<file path="src/hw/rtl/bm25_pkg.sv">
// shared widths, constants and control structs for the bm25 score accumulator
package bm25_pkg;

	localparam int IDW   = 12;
	localparam int TFW   = 16;
	localparam int DLW   = 24;
	localparam int NW    = 13;
	localparam int TW    = 32;
	localparam int SW    = 32;
	localparam int CFG_IW = 1;

	localparam int NUMW  = TFW + TW;
	localparam int DLNW  = DLW + NW;
	localparam int DENW  = NUMW + 1;
	localparam int TFNW  = 17;
	localparam int QW    = 16;

	localparam int LOG_XW = NW + 2;
	localparam int LOG_EW = 4;
	localparam int LOG_FW = 16;
	localparam int LOG_RW = LOG_EW + LOG_FW;
	localparam int LOG_MW = 31;

	localparam int IDFW   = LOG_RW;
	localparam int SCOREW = TFNW + IDFW - 16;

	localparam int MAX_DOCS_DEF = 4096;

	localparam logic [31:0] LN2_Q32 = 32'd2977044472;

	localparam logic [CFG_IW-1:0] CFG_DOC_COUNT    = 1'd0;
	localparam logic [CFG_IW-1:0] CFG_TOTAL_LENGTH = 1'd1;

	typedef struct packed {
		logic              start;
		logic [LOG_XW-1:0] x;
	} log_req_t;

	typedef struct packed {
		logic              start;
		logic [NUMW-1:0]   num;
		logic [DENW-1:0]   den;
	} div_req_t;

	typedef struct packed {
		logic              busy;
		logic [LOG_RW-1:0] res;
	} log_stat_t;

	typedef struct packed {
		logic              busy;
		logic [TFNW-1:0]   res;
	} div_stat_t;

endpackage

</file>
<file path="src/hw/rtl/bm25_log2_unit.sv">
// iterative log2 in q4.16, one squaring of the mantissa per cycle
module bm25_log2_unit import bm25_pkg::*; (
	input  logic      clk,
	input  logic      arst_n,
	input  log_req_t  req,
	output log_stat_t stat
);

	logic              busy_q;
	logic [3:0]        cnt_q;
	logic [LOG_MW-1:0] m_q;
	logic [LOG_EW-1:0] e_q;
	logic [LOG_FW-1:0] frac_q;

	logic [LOG_EW-1:0] e_init;
	logic [4:0]        shamt;
	logic [LOG_MW-1:0] m_init;
	logic [61:0]       sq;
	logic [31:0]       t;

	// highest set bit, zero input counts as one
	always_comb begin
		e_init = '0;
		for (int i = 0; i < LOG_XW; i++) begin
			if (req.x[i]) e_init = LOG_EW'(i);
		end
		shamt  = 5'(LOG_MW - 1) - 5'(e_init);
		m_init = LOG_MW'(req.x) << shamt;
		if (req.x == '0) m_init = LOG_MW'(1) << (LOG_MW - 1);
	end

	assign sq = 62'(m_q) * 62'(m_q);
	assign t  = sq[61:30];

	always_ff @(posedge clk or negedge arst_n) begin
		if (!arst_n) begin
			busy_q <= 1'b0;
			cnt_q  <= '0;
		end else if (req.start) begin
			busy_q <= 1'b1;
			cnt_q  <= '0;
		end else if (busy_q) begin
			cnt_q <= cnt_q + 4'd1;
			if (cnt_q == 4'd15) busy_q <= 1'b0;
		end
	end

	always_ff @(posedge clk) begin
		if (req.start) begin
			m_q    <= m_init;
			e_q    <= e_init;
			frac_q <= '0;
		end else if (busy_q) begin
			frac_q <= {frac_q[LOG_FW-2:0], t[31]};
			m_q    <= t[31] ? t[31:1] : t[30:0];
		end
	end

	assign stat.busy = busy_q;
	assign stat.res  = {e_q, frac_q};

endmodule

</file>
<file path="config.mk">
export PLATFORM = sky130hd
export DESIGN_NAME = bm25_log2_unit
export DESIGN_NICKNAME = d
export VERILOG_FILES = /design/src/hw/rtl/bm25_pkg.sv /design/src/hw/rtl/bm25_log2_unit.sv
export SDC_FILE = /design/constraint.sdc
export NUM_CORES = 2
export LEC_CHECK = 0
export BUFFER_PORTS_ARGS = -buffer_cell sky130_fd_sc_hd__buf_2
export CORE_MARGIN = 2
export CORE_UTILIZATION = 55
export DETAILED_ROUTE_END_ITERATION = 7
export PLACE_DENSITY = 0.71
export SETUP_SLACK_MARGIN = 0.05
export SYNTH_ARGS = -nofsm -noshare
export SYNTH_HDL_FRONTEND = slang
export SYNTH_SLANG_ARGS = --single-unit
</file>
<file path="constraint.sdc">
create_clock -name clk -period 8.4 [get_ports clk]
set_input_delay 1.68 -clock clk [delete_from_list [all_inputs] [get_ports clk]]
set_output_delay 1.68 -clock clk [all_outputs]
set_load 0.02 [all_outputs]
</file>
# [Word level (Yosys, flattened, before mapping)]
# Cells that the tools add are included.
[op_classes] add_sub_neg=2 multipliers=1 n_eq_ne=1 n_shift=1 muxes=23 reduce_logical=2
[ops] op="two-way mux 31 bit" n=4
[ops] op="multiplier 31 x 31 -> 62 bit" n=1
[ops] op="two-way mux 4 bit" n=14
[ops] op="<< shifter 15 x 5 -> 31 bit" n=1
[ops] op="logical NOT 15 bit" n=1
[ops] op="subtractor 5 x 4 -> 5 bit (first input constant)" n=1
[ops] op="adder 4 x 1 -> 4 bit (second input constant)" n=1
[ops] op="== test 4 bit (second input constant)" n=1
[ops] op="two-way mux 1 bit" n=4
[ops] op="two-way mux 2 bit" n=1
[ops] op="nonzero test 2 bit" n=1
[totals] register_bits=56 in_bits=18 output_inout_bits=21 word_cells=35

# [Longest topological paths before layout]
[logic_depth] ltp_word=18 ltp_mapped=31 mapped_depth_nobuf=27

# [Worst setup path after synthesis]
# Ideal clock, no wire load.
[synth_timing] path_kind="flip-flop to flip-flop" start="reg m_q[4]" end="reg m_q[16], data pin" setup_time_ns=0.261 t_arrival_ns=7.209 required_time_ns=8.139 slack_ns=0.930 stages_incl_launch_ff=27 path_cell_list="edfxtp_1 -> clkbuf_1 -> clkbuf_1 -> and2_1 -> fa_1 -> fa_1 -> fa_1 -> inv_1 -> fa_1 -> inv_1 -> fa_1 -> inv_1 -> fa_1 -> inv_1 -> fa_1 -> fa_1 -> ha_1 -> and3_1 -> nand3_1 -> nand4b_1 -> a31oi_1 -> o21ai_1 -> a31oi_4 -> a311oi_1 -> o31ai_1 -> xor2_1 -> a221o_1"
[synth_via] elab_chain_cells=4
[synth_lines] element="start, declared" line_no="bm25_log2_unit.sv:11" text="logic [LOG_MW-1:0] m_q;"
[synth_lines] element="start signal, assigned" line_no="bm25_log2_unit.sv:50" text="m_q <= m_init;"
[synth_lines] element="start signal, assigned" line_no="bm25_log2_unit.sv:55" text="m_q <= t[31] ? t[31:1] : t[30:0];"
[synth_lines] element="multiplier 31 x 31 -> 62 bit" line_no="bm25_log2_unit.sv:32" text="assign sq = 62'(m_q) * 62'(m_q);"
[synth_lines] element="two-way mux 31 bit" line_no="bm25_log2_unit.sv:55"
[synth_lines] element="two-way mux 31 bit" line_no="bm25_log2_unit.sv:53" text="end else if (busy_q) begin"
[synth_lines] element="two-way mux 31 bit" line_no="bm25_log2_unit.sv:49" text="if (req.start) begin"
# Every way passes these cells. The select of a mux whose other input is x is not followed.
# A chain may end at the register's enable or synchronous reset.

# [Worst setup path after layout]
[layout_timing] start="reg m_q[18]" end="reg m_q[25], data pin"
# The elaborated chain is that of the path after synthesis.

==> metrics.txt <==
outcome finished, final reports clean; reg2reg start m_q[18]; sequential fraction of the synthesis area 0.0493; met1 GRT Util 0.392; CP max FO 10; Die Span Y 239 um; drt drc 0; CTS max path bufs 2; post-DR wirelength/cell 20.0 um; post-synthesis cell area approximately 0.030 sq mm; Total GRT Usage 0.299; Worst Hold Class flip-flop to flip-flop; Area Growth Syn to Fin 6.42%; Worst setup startpoint m_q[18]; Rel. slew slack 0.275; Post-synth ARST share 0.0893; HPWL Detailed around 66000 um; Die Footprint 0.0571 sq mm; initial antenna violation count 1; via count of the routed design 22000; GR Overflow Total 0; CTS buffer count 5; R2R cell count 25; worst-margin pin slew 1.08 ns; DRT Pass-1 Iters 5; Place WS -0.0155 ns; fin crit share 0.975; Post-Synth Simple-Gate Area 0.118; Synth Area in Adders 0.603; Final Skew approximately 0.013 ns; CP Capture Point m_q[25]; Detailed Route WL ~80000 um; crit path kind flip-flop to flip-flop; Post-Synthesis Cells 3238; nature of the critical path endpoint flip-flop; routing usage on met2 0.520; post-route worst setup slack roughly 0.21 ns; Die X 239 um; minimum clock period after layout 8.19 ns; CP Buf/Inv Count 5; GR Layer Usage met3 0.0323; fin nets around 4300; gpl congestion roughly 1; YS warnings 0; antenna-violating nets left 0; CTS sink cnt 56; Crit. path cell count 25; # rows between 80 and 90; CP max-delay cell fa_1; Via-to-Cell Ratio approximately 5.5; Synth Area in XOR/XNOR 0.0182; largest net degree at the start of global routing 51; IO buf count 38; WP data required between 8 and 9 ns; Final TNS setup 0 ns; CTS Root Cell clkbuf_16; Initial Util 0.554; Hold-fix buffers, CTS 0; crit path DAT 8.25 ns; critical path's largest stage delay about 0.55 ns; 1st-iter DRT viols 1562; crit start category flip-flop; Max Slew Vio Count 0; H-tree depth 2; global-route wire length before repair ~130000 um; Most used DFF post-synth edfxtp_1; Worst-path clk slew ~0.090 ns; Net Count, Synth about 4300; number of global-route vias before repair around 24000; CP most frequent cell fa_1; RSZ-0062 raised after global routing true; Avg Inst Size Synth 9.38 sq um; # Max-Cap Violations 0; largest family of logic cells by synthesized area adder cells; Compound-Gate Fraction of Synth Area 0.0649; fraction of synthesized area in multiplexers 0.0137; # IOs 39; clk_lat worst skew a little over 0.3 ns; share of cells above drive strength 1 0.0769; CTS tree yes; final hold vios 0; busiest grt layer met2; Final setup viols 0; Yosys cell types 100; CORE AREA 0.0549 sq mm; register bit total from synthesis 56; reg2reg setup slack 0.21 ns; Max Fclk ~0.12 GHz; EDFF count, synth 35; Reg-to-Reg End m_q[25]; delay-heaviest family, CP adder cells
## timing repair
action                                  4_1_cts  5_1_grt
setup buffers                                 2       27
gates cloned                                  0        2
gates resized for setup                       2        9
endpoints found under the setup margin        6       32
pin swaps                                     0        3
## registers in the layout (all words and copies together) (netlist names)
| name | count |
|---|---|
| frac_q | 16 |
| busy_q | 1 |
| m_q | 31 |
| cnt_q | 4 |
| e_q | 4 |
## tightest hold or removal path, stage by stage (launching register included)
cell,delay (ns)
dfxtp_1,0.34
mux2i_1,0.08
nor2_1,0.08
## final cells by class
class	count	area [sq um]
clock buffer	5	125
antenna	1	2.50
inverter	919	3460
sequential	56	1500
tap	704	881
clock inverter	3	28.8
fill	4717	22600
multi-input combinational	2136	24900
timing repair buffer	171	1420
## worst min-delay path by stage
stage,start,to,slack [ns],cells past startpoint
2_1_floorplan,cnt_q[3],cnt_q[3],0.51,2
3_3_place_gp,frac_q[15],frac_q[15],0.47,2
3_5_place_dp,frac_q[8],frac_q[8],0.51,2
4_1_cts,frac_q[13],frac_q[14],0.53,2
5_1_grt,frac_q[0],frac_q[1],0.55,2
6_report,frac_q[15],frac_q[15],0.52,2
## cell usage after synthesis (all sizes together) (4+ instances only)
cell type  number  area (sq um)
nand2b          9          56.3
o31ai           9          72.6
a221o           4          40.0
o21ai          58           309
a31o            4          35.0
nand3          31           155
fa            747         15000
and3            7          43.8
nor2          118           462
a211oi         10           105
nor2b          13          81.3
xnor2          32           307
buf            27           185
a41oi           5          43.8
clkbuf        102           383
a21oi          75           420
edfxtp         35          1050
a31oi          12          90.1
xor2           25           245
a21o           35           264
dfrtp           5           125
nor3           16          80.1
or2             7          43.8
nand4          18           113
or3             4          25.0
a211o           5          43.8
o211ai          6          50.1
nand2         324          1220
mux4            6           135
ha            269          3370
dfxtp          16           320
mux2i          25           258
and2          191          1200
o21bai          8          63.8
o2111ai         4          35.0
o221ai          9          85.1
inv           916          3440
## layout by cell type (no fill, tap or decap), types with 18 or more instances in the layout
cell / synthesis / layout
xor2_1: 23 / 23
o21ai_0: 34 / 33
edfxtp_1: 35 / 35
fa_1: 747 / 746
o21ai_1: 21 / 22
nor2_1: 116 / 114
inv_1: 914 / 913
nand2_1: 321 / 321
buf_12: 0 / 18
nand3_1: 31 / 31
buf_2: 13 / 38
mux2i_1: 23 / 23
ha_1: 269 / 269
a21o_1: 34 / 34
nand4_1: 18 / 18
a21oi_1: 65 / 64
xnor2_1: 30 / 30
and2_1: 190 / 190
buf_4: 2 / 114
## kinds of logic after synthesis
logic type               after synthesis
AO/OA/AOI/OAI                        276
AND/OR/NAND/NOR                      752
buffers and inverters               1048
adder cells (fa/ha/maj)             1016
flip-flops                            56
multiplexers                          33
XOR/XNOR                              57
## per-stage QoR
| stage | cell area (sq um) | util | hold slack [ns] | cells |
|---|---|---|---|---|
| floorplan | 30400 | - | 0.505 | 3238 |
| finish | 32300 | 0.589 | 0.523 | 3995 |
| detailed placement | 31800 | 0.580 | 0.508 | 3955 |
| CTS | 32000 | 0.583 | 0.527 | 3965 |
| global route | 32300 | 0.589 | 0.555 | 3994 |
| global placement | 31800 | 0.580 | 0.468 | 3955 |
## routing by layer
| layer | vias up | share of wire |
|---|---|---|
| li1 | 9716 | - |
| met2 | 884 | 0.50 |
| met1 | 11300 | 0.39 |
| met3 | 169 | 0.067 |
| met4 | 0 | 0.039 |
| met5 | - | 0 |
Power is left out: the tool's default activity adds up to more than one toggle a clock period on the data nets, which glitch-free logic cannot reach.
