===== src/hw/rtl/bm25_pkg.sv =====
// shared widths, constants and control structs for the bm25 score accumulator
package bm25_pkg;

	localparam int IDW   = 12;
	localparam int TFW   = 16;
	localparam int DLW   = 24;
	localparam int NW    = 13;
	localparam int TW    = 32;
	localparam int SW    = 32;
	localparam int CFG_IW = 1;

	localparam int NUMW  = TFW + TW;
	localparam int DLNW  = DLW + NW;
	localparam int DENW  = NUMW + 1;
	localparam int TFNW  = 17;
	localparam int QW    = 16;

	localparam int LOG_XW = NW + 2;
	localparam int LOG_EW = 4;
	localparam int LOG_FW = 16;
	localparam int LOG_RW = LOG_EW + LOG_FW;
	localparam int LOG_MW = 31;

	localparam int IDFW   = LOG_RW;
	localparam int SCOREW = TFNW + IDFW - 16;

	localparam int MAX_DOCS_DEF = 4096;

	localparam logic [31:0] LN2_Q32 = 32'd2977044472;

	localparam logic [CFG_IW-1:0] CFG_DOC_COUNT    = 1'd0;
	localparam logic [CFG_IW-1:0] CFG_TOTAL_LENGTH = 1'd1;

	typedef struct packed {
		logic              start;
		logic [LOG_XW-1:0] x;
	} log_req_t;

	typedef struct packed {
		logic              start;
		logic [NUMW-1:0]   num;
		logic [DENW-1:0]   den;
	} div_req_t;

	typedef struct packed {
		logic              busy;
		logic [LOG_RW-1:0] res;
	} log_stat_t;

	typedef struct packed {
		logic              busy;
		logic [TFNW-1:0]   res;
	} div_stat_t;

endpackage


===== src/hw/rtl/bm25_div_unit.sv =====
// restoring divider for the normalized term frequency, one quotient bit per cycle
module bm25_div_unit import bm25_pkg::*; (
	input  logic      clk,
	input  logic      arst_n,
	input  div_req_t  req,
	output div_stat_t stat
);

	logic            busy_q;
	logic [3:0]      cnt_q;
	logic [DENW:0]   r_q;
	logic [DENW-1:0] den_q;
	logic [QW-1:0]   q_q;
	logic            ge_q;
	logic [TFNW-1:0] res_q;

	logic [DENW:0]   r_sh;
	logic            fits;
	logic            ge_now;
	logic [QW-1:0]   q_next;

	assign r_sh   = {r_q[DENW-1:0], 1'b0};
	assign fits   = r_sh >= {1'b0, den_q};
	assign ge_now = r_q >= {1'b0, den_q};
	assign q_next = {q_q[QW-2:0], fits};

	always_ff @(posedge clk or negedge arst_n) begin
		if (!arst_n) begin
			busy_q <= 1'b0;
			cnt_q  <= '0;
		end else if (req.start) begin
			busy_q <= 1'b1;
			cnt_q  <= '0;
		end else if (busy_q) begin
			cnt_q <= cnt_q + 4'd1;
			if (cnt_q == 4'd15) busy_q <= 1'b0;
		end
	end

	always_ff @(posedge clk) begin
		if (req.start) begin
			r_q   <= (DENW+1)'(req.num);
			den_q <= req.den;
			q_q   <= '0;
		end else if (busy_q) begin
			// first step still sees the plain numerator
			if (cnt_q == 4'd0) ge_q <= ge_now;
			r_q <= fits ? r_sh - {1'b0, den_q} : r_sh;
			q_q <= q_next;
			if (cnt_q == 4'd15) begin
				if (den_q == '0) res_q <= '0;
				else if (ge_q) res_q <= TFNW'(1) << QW;
				else res_q <= {1'b0, q_next};
			end
		end
	end

	assign stat.busy = busy_q;
	assign stat.res  = res_q;

endmodule


===== config.mk =====
export PLATFORM = sky130hd
export DESIGN_NAME = bm25_div_unit
export DESIGN_NICKNAME = d
export VERILOG_FILES = /design/src/hw/rtl/bm25_pkg.sv /design/src/hw/rtl/bm25_div_unit.sv
export SDC_FILE = /design/constraint.sdc
export NUM_CORES = 1
export LEC_CHECK = 0
export ABC_CLOCK_PERIOD_IN_PS = 2900
export BUFFER_PORTS_ARGS = -buffer_cell sky130_fd_sc_hd__clkbuf_2
export CAP_MARGIN = 25
export CORE_AREA = 2 2 143 145
export CTS_CLUSTER_SIZE = 16
export DETAILED_ROUTE_END_ITERATION = 7
export DIE_AREA = 0 0 145 147
export MAX_ROUTING_LAYER = met4
export PLACE_DENSITY = 0.74
export SLEW_MARGIN = 0
export SYNTH_ARGS = -nofsm -noshare
export SYNTH_HDL_FRONTEND = slang
export SYNTH_SLANG_ARGS = --single-unit

===== constraint.sdc =====
create_clock -name clk -period 2.9 [get_ports clk]
set_input_delay 0.435 -clock clk [delete_from_list [all_inputs] [get_ports clk]]
set_output_delay 0.435 -clock clk [all_outputs]
set_load 0.01 [all_outputs]

Word-level counts from Yosys, hierarchy flattened
Cells that the tools add are included.
Word-level totals
  input bits: 100
  word-level logic and storage cells: 30
  output and inout bits: 18
  register bits after elaboration: 137
Cells by class
  add/sub/neg operators: 2
  bitwise logic cells: 1
  $lt $le $gt $ge: 2
  reduce and logical (&&, ||, !) cells: 6
  equal/unequal tests: 1
  multiplexer cells: 9
Operators with widths (count)
  >= comparator 50 x 49 -> 1 bit: 2
  2-to-1 mux 48 bit: 2
  2-to-1 mux 50 bit: 1
  subtractor 50 x 49 -> 50 bit: 1
  logical NOT 49 bit: 1
  2-to-1 mux 17 bit: 1
  2-to-1 mux 4 bit: 2
  AND reduction 3 bit: 2
  adder 4 x 1 -> 4 bit (second input constant): 1
  == test 4 bit (second input constant): 1
  logical NOT 4 bit: 1
  2-to-1 mux 1 bit: 3
  nonzero test 2 bit: 1
  OR reduction 2 bit: 1
  NOT 1 bit: 1

Depth between registers and ports, before layout
Gate-level depths: netlist (run 1).
  word-level depth: 4
  depth in mapped cells: 15

Least setup slack after synthesis (run 1)
Ideal clock, no wire load.
  path kind: flip-flop to flip-flop
  start: reg r_q[30]
  end: reg r_q[4] (data pin)
  path slack: -0.098 ns
  path buffers: 4
  data arrival time: 2.728 ns
  stages on the path, launching flop included: 14
  library setup time: 0.270 ns
  path through: edfxtp_1 > ha_1 > buf_2 > a21oi_1 > o21a_1 > and2_1 > a221o_1 > a211oi_2 > a31oi_1 > buf_2 > buf_2 > buf_6 > a211oi_1 > a21oi_1
Between the ends
  cells in the longest elaborated chain, start to end: 4
RTL lines
  start, declared: line bm25_div_unit.sv:11  | logic [DENW:0] r_q;
  start signal, assigned: line bm25_div_unit.sv:42  | r_q <= (DENW+1)'(req.num);
  start signal, assigned: line bm25_div_unit.sv:48  | r_q <= fits ? r_sh - {1'b0, den_q} : r_sh;
  >= comparator 50 x 49 -> 1 bit: line bm25_div_unit.sv:23  | assign fits = r_sh >= {1'b0, den_q};
  2-to-1 mux 50 bit: line bm25_div_unit.sv:48
  2-to-1 mux 48 bit: line bm25_div_unit.sv:45  | end else if (busy_q) begin
  2-to-1 mux 48 bit: line bm25_div_unit.sv:41  | if (req.start) begin
Every way passes these cells. The select of a mux whose other input is x is not followed.
A chain may end at the register's enable or synchronous reset.

Worst setup path in the final report (run 1)
  start: reg den_q[6]
  end: reg r_q[11] (data pin)
Between the ends
  cells in the longest elaborated chain, start to end: 4
RTL lines
  start, declared: line bm25_div_unit.sv:12  | logic [DENW-1:0] den_q;
  start signal, assigned: line bm25_div_unit.sv:43  | den_q <= req.den;
  subtractor 50 x 49 -> 50 bit / >= comparator 50 x 49 -> 1 bit (equally long branches): line bm25_div_unit.sv:48, bm25_div_unit.sv:23
  2-to-1 mux 50 bit (*): line bm25_div_unit.sv:48
  2-to-1 mux 48 bit (*): line bm25_div_unit.sv:45
  2-to-1 mux 48 bit (*): line bm25_div_unit.sv:41
Mark *: on every way between the ends. The rest lies on a longest branch, timed or not. The select of a mux whose other input is x is not followed.

==> run metrics, run 1 <==
register area between 3000 and 4000 sq um; routed vias/inst approximately 5.7; synth warn 0; maximum buffer depth of the clock tree 2; total negative slack -10,510 ps; P_int roughly 9400 uW; Final setup viols 50; number of max-cap violations 0; DRT iter0 DRCs roughly 900; vias in the first global route about 9.4k; Cell Area, Synth roughly 9700 sq um; Placement Rows 52; first-pass GRT wire length roughly 49,000 microns; part of the power in the clock network a little over an eighth; WHS about 170 ps; most frequent cells in the layout buf_4, clkbuf_2, edfxtp_1, ha_1, a21oi_1; Starting Density between 40% and 50%; Post-Route Utilization 71.7%; Final Max Slew Viols 0; startpoint types register; crit share post-route 111%; gpl congestion between 0.9 and 1; core area around 20,000 sq um; metal3 WL approximately 2300 microns; Worst EP arrival ~3400 ps; Synth cell types 67; detailed-placement wirelength estimate around 22,000 microns; worst setup margin -315 ps; WL/cell 19.0 microns; failing checks negative setup slack; NumNets Final roughly 1.6k; fmax about 0.31 GHz; FFs w/ async S/R, synth between 3 and 4%; syn_nets about 1.2k; Max-slew headroom between 50% and 60%; sequential share of the synthesized area slightly above 40%; fill count roughly 1.4k; area of the multi-input gates 6070 sq um; Vias roughly 9.5k; CTS Buf Count 17; initial antenna violation count 0; CTS tree done; Max Used Layer met4; IO Pins 118; DRT Pass-1 Iters 5; Mean Syn Cell Area 9.60 sq um; final hold viol count 0; # DRC 0; synthesis-to-finish area growth 46.1%; H-tree lvl count 4; die area approximately 21,000 sq um; worst slew pin tran 726 ps; RSZ-0062 raised after global routing yes; chip width approximately 150 microns; Yosys reg bits 137; Switching Fraction between 40% and 50%; Setup crit end kind register; status complete, but fails checks; port bufs 117; crit path max fanout 7; ys flop type edfxtp_1; root buffer cell clkbuf_16; largest net degree at the start of global routing 69; die span in y around 150 microns; M1 wire length about 14,000 microns; clk_lat worst skew around 430 ps; Synth Instances about 1.0k; minimum clock period 3220 ps; crit path kind reg -> reg; drt total wl 31,800 microns; fraction of layout cells with a size suffix above 1 between 40 and 50%; clock slew at reported path FFs about 70 ps; met2 WL about 15,000 microns; Worst Path Required slightly above 3000 ps; GRT overflow 0; number of flops mapped to enable cells by yosys 115; Reg power frac between 10% and 20%; peak supply drop ~0.00057 V; pwr/cell area around 1100 nW/um^2; most common cell after layout, fill and taps aside buf_4; NetSw a little under 7000 uW; combinational power share about two thirds; Leak approximately 0.0065 uW; Hold WC Path Type in -> reg; DRT antenna net count 0; ant diodes 0; gr usage total just under 30%; Final Skew about 11 ps; CTS Sinks around 140
==> per-stage QoR <==
stage                     worst slack (ps)  area, sq um  total power (uW)  instances
final                                 -315        14200             16300       1677
after global routing                  -435        14200             17200       1677
after CTS                             -271        13800             15200       1663
after detailed placement              -339        12500             11400       1608
after global placement                -286        12500             11300       1608
after floorplan                       6.12         9860              7950       1015
==> power by group through the flow <==
stage | sequential [uW] | combinational (uW) | clock (uW)
CTS | 3070 | 9920 | 2230
detailed placement | 3070 | 8340 | 0
finish | 3100 | 11000 | 2220
floorplan | 3040 | 4910 | 0
global placement | 3060 | 8230 | 0
global route | 3140 | 11800 | 2300
==> worst paths after layout <==
path                       startpoint   endpoint  slack, ps  depth (start not counted)
setup / recovery             den_q[6]    r_q[11]       -320                         14
hold / removal                req[48]  den_q[48]        170                          1
setup reg to reg             den_q[6]    r_q[11]       -320                         14
hold reg to reg               q_q[14]    q_q[14]        500                          2
max in group asynchronous      arst_n   cnt_q[1]       2390                          2
min in group asynchronous      arst_n   cnt_q[0]        370                          2
==> per-layer routing <==
| layer | GRT usage [%] | vias up |
|---|---|---|
| li1 | - | 4537 |
| met5 | - | - |
| met3 | 5.81 | 67 |
| met4 | 9.55 | 0 |
| met1 | 38.0 | 4514 |
| met2 | 48.2 | 430 |
==> cell families after synthesis <==
| family | share of synthesized area, % |
|---|---|
| simple gates | 15.0 |
| compound gates | 18.7 |
| flops | 40.2 |
| buf+inv | 5.06 |
| fa+ha+maj | 13.0 |
| xor+xnor | 4.23 |
| mux | 3.74 |
==> final cells by class <==
| cell class | instances | area share, % |
|---|---|---|
| clock buffer | 18 | 3.17 |
| clock inverter | 14 | 0.994 |
| inverter | 80 | 2.11 |
| multi-input combinational | 757 | 42.7 |
| sequential | 137 | 27.5 |
| tap | 270 | 2.37 |
| timing repair buffer | 401 | 21.1 |
==> critical path, stage by stage, from the launching register on <==
cell and delay, ps:
edfxtp_1 380, inv_1 100, ha_4 310, nand4_1 140
nor4_2 300, buf_4 160, nand4b_1 90, or4_1 410
o211ai_1 160, a31oi_4 110, buf_12 200, buf_16 160
buf_6 120, a211oi_2 220, a21oi_1 80
==> timing repair <==
| item | in CTS | in global routing |
|---|---|---|
| pin swaps | 29 | 26 |
| hold endpoints to repair | 5 | 0 |
| gates cloned | 5 | 2 |
| hold buffers | 1 | 0 |
| endpoints found under the setup margin | 50 | 52 |
| resized for setup | 101 | 80 |
| setup buffers | 17 | 14 |
==> synthesized netlist by cell type, types with 3 or more instances <==
master | number | area, sq um
and4_1 | 3 | 26.3
o21ai_0 | 57 | 285
a211o_1 | 4 | 35.0
dfrtp_1 | 5 | 125
a21boi_0 | 4 | 30.0
mux2i_1 | 15 | 150
or4_1 | 3 | 22.5
o21a_1 | 13 | 97.6
nand3_1 | 9 | 45.0
a31oi_1 | 15 | 93.8
nor4_1 | 16 | 100
dfxtp_1 | 17 | 340
buf_2 | 11 | 55.1
buf_1 | 5 | 18.8
a211oi_1 | 24 | 180
and2_1 | 19 | 119
o21bai_1 | 6 | 45.0
and3_1 | 8 | 50.1
nand2b_1 | 7 | 43.8
mux2_2 | 19 | 214
and3b_1 | 5 | 43.8
a21oi_1 | 85 | 425
nor2b_1 | 16 | 100
o31ai_1 | 4 | 30.0
nand2_1 | 67 | 251
inv_1 | 80 | 300
nor3_1 | 12 | 60.1
xor2_1 | 26 | 228
or2_2 | 3 | 18.8
a221o_1 | 8 | 80.1
nor2_1 | 80 | 300
o211ai_1 | 4 | 30.0
a311oi_1 | 4 | 35.0
xnor2_1 | 21 | 184
ha_1 | 100 | 1250
o31a_1 | 3 | 26.3
a31o_2 | 3 | 26.3
edfxtp_1 | 115 | 3450
a21o_1 | 32 | 240
clkbuf_1 | 19 | 71.3
nand4_1 | 32 | 200
o21ai_1 | 4 | 20.0
==> state kept, by name, summed over array words and instances, names as in the netlist <==
| signal | cells |
|---|---|
| r_q | 50 |
| busy_q | 1 |
| cnt_q | 4 |
| q_q | 15 |
| den_q | 49 |
| res_q | 17 |
| ge_q | 1 |
(Power assumes the default switching activity.)
==> run 2: changes to the inputs <==
--- a/config.mk
+++ b/config.mk
@@ -5,7 +5,7 @@
 export SDC_FILE = /design/constraint.sdc
 export NUM_CORES = 1
 export LEC_CHECK = 0
-export ABC_CLOCK_PERIOD_IN_PS = 2900
+export ABC_CLOCK_PERIOD_IN_PS = 3500
 export BUFFER_PORTS_ARGS = -buffer_cell sky130_fd_sc_hd__clkbuf_2
 export CAP_MARGIN = 25
 export CORE_AREA = 2 2 143 145
@@ -13,7 +13,7 @@
 export DETAILED_ROUTE_END_ITERATION = 7
 export DIE_AREA = 0 0 145 147
 export MAX_ROUTING_LAYER = met4
-export PLACE_DENSITY = 0.74
+export PLACE_DENSITY = 0.71
 export SLEW_MARGIN = 0
 export SYNTH_ARGS = -nofsm -noshare
 export SYNTH_HDL_FRONTEND = slang
==> constraint.sdc (replaced) <==
create_clock -name clk -period 3.5 [get_ports clk]
set_input_delay 0.525 -clock clk [delete_from_list [all_inputs] [get_ports clk]]
set_output_delay 0.525 -clock clk [all_outputs]
set_load 0.01 [all_outputs]
==> run metrics, run 2 (synthesized netlist as in run 1, its figures left out) <==
chip width 145 microns (unchanged); drt total wl 25,400 microns (-20%); CTS Buf Count 17 (unchanged); Switching Fraction 43.2% (+1.1 points); P_int 5760 uW (-39%); minimum clock period 3350 ps (+137 ps); IO Pins 118 (unchanged); vias in the first global route 7,903 (-16%); # DRC 0 (unchanged); synthesis-to-finish area growth 19.4%; Worst EP arrival 3540 ps (+170 ps); Starting Density 49.1% (unchanged); root buffer cell clkbuf_16; fill count 1,717 (+21%); Final Max Slew Viols 0 (unchanged); final hold viol count 0 (unchanged); area of the multi-input gates 5380 sq um (-11%); DRT iter0 DRCs 780 (-14%); most common cell after layout, fill and taps aside clkbuf_2; core area 19,800 sq um (unchanged); Vias 8,193 (-14%); initial antenna violation count 0 (unchanged); CTS tree done; Final Non-Filler Cells 1,457 (-13%); WL/cell 17.4 microns (-8.2%); Final Skew 10.9 ps (-0.0924 ps); Top Registers r_q: 50 flops, den_q: 49 flops, res_q: 17 flops; first-pass GRT wire length 40,800 microns (-16%); largest net degree at the start of global routing 73 (+5.8%); combinational power share 56.6% (-11 points); most frequent cells in the layout clkbuf_2, edfxtp_1, ha_1, a21oi_1, inv_1; gr usage total 24.8% (-5.0 points); WHS 256 ps (+85.8 ps); Leak 0.00527 uW (-20%); routed vias/inst 5.62 (-1.2%); part of the power in the clock network 17.8% (+4.2 points); Reg power frac 25.6% (+6.6 points); Placed Instances 1,421 (-12%); crit path max fanout 4 (-3); Largest register FFs 50 (unchanged); clk_lat worst skew 440 ps (about the same); CTS Sinks 137 (unchanged); worst slew pin tran 833 ps (+107 ps); clock slew at reported path FFs 70 ps (about the same); crit path kind reg -> reg; DRT antenna net count 0 (unchanged); GRT overflow 0 (unchanged); gpl congestion 0.944 (-2.6%); H-tree lvl count 4 (unchanged); peak supply drop 0.000398 V (-30%); port bufs 117 (unchanged); startpoint types register; die area 21,300 sq um (unchanged); register area 3920 sq um (unchanged); fmax 0.298 GHz (-4.1%); detailed-placement wirelength estimate 19,600 microns (-11%); Post-Route Utilization 58.6% (-13 points); NumNets Final 1,375 (-14%); die span in y 147 microns (unchanged); crit share post-route 95.8% (-15 points); Setup crit end kind register; Final setup viols 0 (-100%); fraction of layout cells with a size suffix above 1 21.0% (-20 points); Placement Rows 52 (unchanged); DRT Pass-1 Iters 5 (unchanged); Top reg by flops r_q; Worst Path Required 3690 ps (+630 ps); status finished clean; Max-slew headroom 43.9% (-7.2 points); NetSw 4380 uW (-36%); Hold WC Path Type in -> reg; maximum buffer depth of the clock tree 2 (unchanged); ant diodes 0 (unchanged); number of max-cap violations 0 (unchanged); pwr/cell area 872 nW/um^2 (-24%)
## run 2: changes by cell type in the layout (fill, tap and decap cells not counted), moves of 9 or more
cell / delta
mux2_2: +9
o21ai_2: -12
o21ai_0: +23
buf_4: -194
mux2_4: -9
a21oi_2: -9
a211oi_1: +17
buf_6: -14
ha_4: -16
nand2_1: +11
a21oi_1: +11
o21ai_1: -11
a211oi_2: -18
ha_1: +18
## run 2: worst max-delay path, cell delays in order, from the launching register on
cell       delay, ps
edfxtp_1         390
inv_1            100
fa_1             470
nor2b_1          240
o2111ai_1        170
and3_2           250
o31ai_1          320
a211o_1          270
a21oi_2          120
o21ai_2          220
a211oi_2         110
xnor2_1          140
a221o_1          310
## run 2: power groups by stage
stage | registers, uW | clock network (uW) | logic [uW]
after floorplan | 2500 | 0 | 3950
after global placement | 2620 | 0 | 5450
after detailed placement | 2620 | 0 | 5510
after CTS | 2590 | 1830 | 5640
after global routing | 2640 | 1890 | 6370
final | 2590 | 1810 | 5740
## run 2: per-layer routing
layer	up-vias	share of wire (%)	wire [microns]	global-route usage, %
li1	4080	-	-	-
met1	3798	48	12100	34.7
met2	281	45	11400	38.0
met3	34	5.5	1400	3.35
met4	0	1.8	469	6.88
met5	-	0	0	-
## run 2: cell type report
type                       count  share of cell area [%]
multi-input combinational    757                    46.2
sequential                   137                    33.7
timing repair buffer         181                    9.64
clock buffer                  18                    3.87
tap                          270                    2.90
inverter                      80                    2.58
clock inverter                14                    1.09
## run 2: repair_timing
| action | in CTS | in global routing |
|---|---|---|
| setup buffers | 2 | 1 |
| hold endpoints to repair | 5 | 0 |
| endpoints found under the setup margin | 26 | 17 |
| resized for setup | 0 | 8 |
| hold buffers | 1 | 0 |
| pin swaps | 1 | 0 |
## run 2: worst paths after layout
check | from | depth (start not counted) | slack, ps | end
min in group asynchronous | arst_n | 2 | 450 | cnt_q[3]
max in group asynchronous | arst_n | 2 | 2920 | cnt_q[1]
max reg2reg | r_q[0] | 12 | 150 | r_q[44]
max | r_q[0] | 12 | 150 | r_q[44]
min reg2reg | q_q[14] | 2 | 480 | q_q[14]
min | req[34] | 1 | 260 | den_q[34]
## run 2: through the flow
stage / total power, uW / setup slack [ps] / instance area [sq um] / setup TNS [ps]
after floorplan: 6450 / 502 / 9740 / 0
after global placement: 8070 / -14.5 / 11000 / -27.5
after detailed placement: 8120 / -77.3 / 11000 / -592
after CTS: 10000 / 102 / 11600 / 0
after global routing: 10900 / -3.53 / 11600 / -3.53
final: 10100 / 148 / 11600 / 0
==> run 3: changes to the inputs <==
--- a/config.mk
+++ b/config.mk
@@ -5,7 +5,7 @@
 export SDC_FILE = /design/constraint.sdc
 export NUM_CORES = 1
 export LEC_CHECK = 0
-export ABC_CLOCK_PERIOD_IN_PS = 3500
+export ABC_CLOCK_PERIOD_IN_PS = 3530
 export BUFFER_PORTS_ARGS = -buffer_cell sky130_fd_sc_hd__clkbuf_2
 export CAP_MARGIN = 25
 export CORE_AREA = 2 2 143 145
==> constraint.sdc (replaced) <==
create_clock -name clk -period 3.53 [get_ports clk]
set_input_delay 0.5295 -clock clk [delete_from_list [all_inputs] [get_ports clk]]
set_output_delay 0.5295 -clock clk [all_outputs]
set_load 0.01 [all_outputs]
==> run metrics, run 3 (synthesized netlist as in run 1, its figures left out) <==
die span in y 147 microns (unchanged); area of the multi-input gates 5370 sq um (about the same); routed vias/inst 5.73 (+1.9%); synthesis-to-finish area growth 18.9%; IO Pins 118 (unchanged); DRT antenna net count 0 (unchanged); combinational power share 56.0% (-0.6 points); maximum buffer depth of the clock tree 2 (unchanged); detailed-placement wirelength estimate 20,100 microns (+2.8%); Largest register FFs 50 (unchanged); gr usage total 25.8% (+1.1 points); Hold Path Depth 1 (unchanged); CTS Sinks 137 (unchanged); Final Max Slew Viols 0 (unchanged); depth of the most critical reg-to-reg path 12 (unchanged); Max-slew headroom 50.5% (+6.5 points); Vias 8,325 (+1.6%); number of max-cap violations 0 (unchanged); Final setup viols 0 (unchanged); gpl congestion 0.905 (-4.1%); Setup crit end kind register; P_int 5660 uW (-1.8%); vias in the first global route 8,166 (+3.3%); ant diodes 0 (unchanged); worst r2r dst r_q[34]; fraction of layout cells with a size suffix above 1 20.6% (-0.35 points); DRT iter0 DRCs 677 (-13%); DRT Pass-1 Iters 5 (unchanged); Place WS 137 ps (+215 ps); status finished clean; most frequent cells in the layout clkbuf_2, edfxtp_1, ha_1, a21oi_1; Top Registers r_q: 50 flops, den_q: 49 flops, res_q: 17 flops; most common cell after layout, fill and taps aside clkbuf_2; Switching Fraction 43.6% (+0.39 points); FF-to-FF setup slack 100 ps (-50 ps); core area 19,800 sq um (unchanged); NumNets Final 1,371 (-0.29%); reg2reg start den_q[18]; pwr/cell area 866 nW/um^2 (-0.71%); Reg power frac 25.7% (about the same); Starting Density 49.1% (unchanged); WL/cell 18.1 microns (+4.0%); Hold Startpoint req[36]; die area 21,300 sq um (unchanged); fmax 0.291 GHz (-2.4%); fill count 1,775 (+3.4%); crit share post-route 97.3% (+1.5 points); Worst Path Required 3720 ps (+30 ps); clock slew at reported path FFs 80 ps (about the same); Final Skew 16.9 ps (+5.97 ps); startpoint types register; final hold viol count 0 (unchanged); largest net degree at the start of global routing 41 (-44%); drt total wl 26,300 microns (+3.7%); part of the power in the clock network 18.2% (+0.4 points); CTS Buf Count 17 (unchanged); RSZ-0062 raised after global routing no; port bufs 117 (unchanged); first-pass GRT wire length 42,600 microns (+4.5%); crit path max fanout 9 (+5); # DRC 0 (unchanged); NetSw 4370 uW (-0.23%); CTS tree done; chip width 145 microns (unchanged); Worst EP arrival 3620 ps (+80 ps); total negative slack 0 ps (unchanged); register area 3920 sq um (unchanged); Hold EP den_q[36]; H-tree lvl count 4 (unchanged); Leak 0.00524 uW (-0.56%); peak supply drop 0.000392 V (-1.5%); worst slew pin tran 740 ps (-93.1 ps); initial antenna violation count 0 (unchanged); clk_lat worst skew 440 ps (about the same); crit path kind reg -> reg; GRT overflow 0 (unchanged); minimum clock period 3430 ps (+81.6 ps); Placement Rows 52 (unchanged); Top reg by flops r_q; Hold WC Path Type in -> reg; worst setup margin 96.3 ps (-51.6 ps); root buffer cell clkbuf_16
## run 3: cell types whose count changed in the layout (fill, tap and decap cells not counted), sizes merged
cell      delta
buf          -5
clkinvlp     +1
a31oi        +1
clkinv       -1
## run 3: worst max-delay path by stage
stage	start	slack [ps]	cells past startpoint	to
final	den_q[18]	100	12	r_q[34]
after floorplan	r_q[30]	530	13	r_q[4]
after global placement	den_q[16]	150	13	r_q[39]
after detailed placement	r_q[24]	140	10	r_q[19]
after global routing	den_q[16]	0.8	12	r_q[49]
after CTS	den_q[16]	60	13	r_q[39]
## run 3: critical path, cell delays in order, from the launching register on
cell and delay (ps):
edfxtp_1 450, inv_1 100, ha_1 470, nand4_1 220, nor3_1 340, nand2_1 90
o31a_1 280, and2_1 210, o21a_1 230, o21ai_0 290, xnor2_1 160, o21ai_0 90
mux2_2 260
## run 3: stage by stage
| step | area (sq um) | std cells | total power, uW | utilization, % | hold WS (ps) |
|---|---|---|---|---|---|
| final | 11600 | 1453 | 10000 | 58.4 | 264 |
| after detailed placement | 10900 | 1416 | 8000 | 55.1 | 355 |
| after global placement | 10900 | 1416 | 7950 | 55.1 | 350 |
| after floorplan | 9740 | 1015 | 6400 | - | 234 |
| after CTS | 11500 | 1449 | 9890 | 58.1 | 254 |
| after global routing | 11600 | 1453 | 10800 | 58.4 | 253 |
## run 3: area by class of cell
cell class	instances	share of cell area, %
multi-input combinational	758	46.4
sequential	137	33.8
timing repair buffer	176	9.14
clock buffer	18	3.89
tap	270	2.92
inverter	80	2.59
clock inverter	14	1.22
## run 3: power by group through the flow
stage,combinational [uW],sequential (uW),clock [uW]
6_report,5620,2580,1830
3_3_place_gp,5360,2590,0
4_1_cts,5460,2570,1860
5_1_grt,6240,2630,1920
3_5_place_dp,5400,2600,0
2_1_floorplan,3920,2480,0
## run 3: repair_timing
action,CTS,global route
resized for setup,0,3
hold endpoints to repair,5,0
setup endpoints to repair,0,31
buffers inserted,0,3
hold buffers,1,0
## run 3: metal layers
| metal | up-vias | track usage, % | share of wire [%] |
|---|---|---|---|
| li1 | 4079 | - | - |
| met1 | 3912 | 35.9 | 48 |
| met2 | 292 | 39.4 | 44 |
| met3 | 42 | 3.63 | 5.6 |
| met4 | 0 | 7.92 | 2.4 |
| met5 | - | - | 0 |
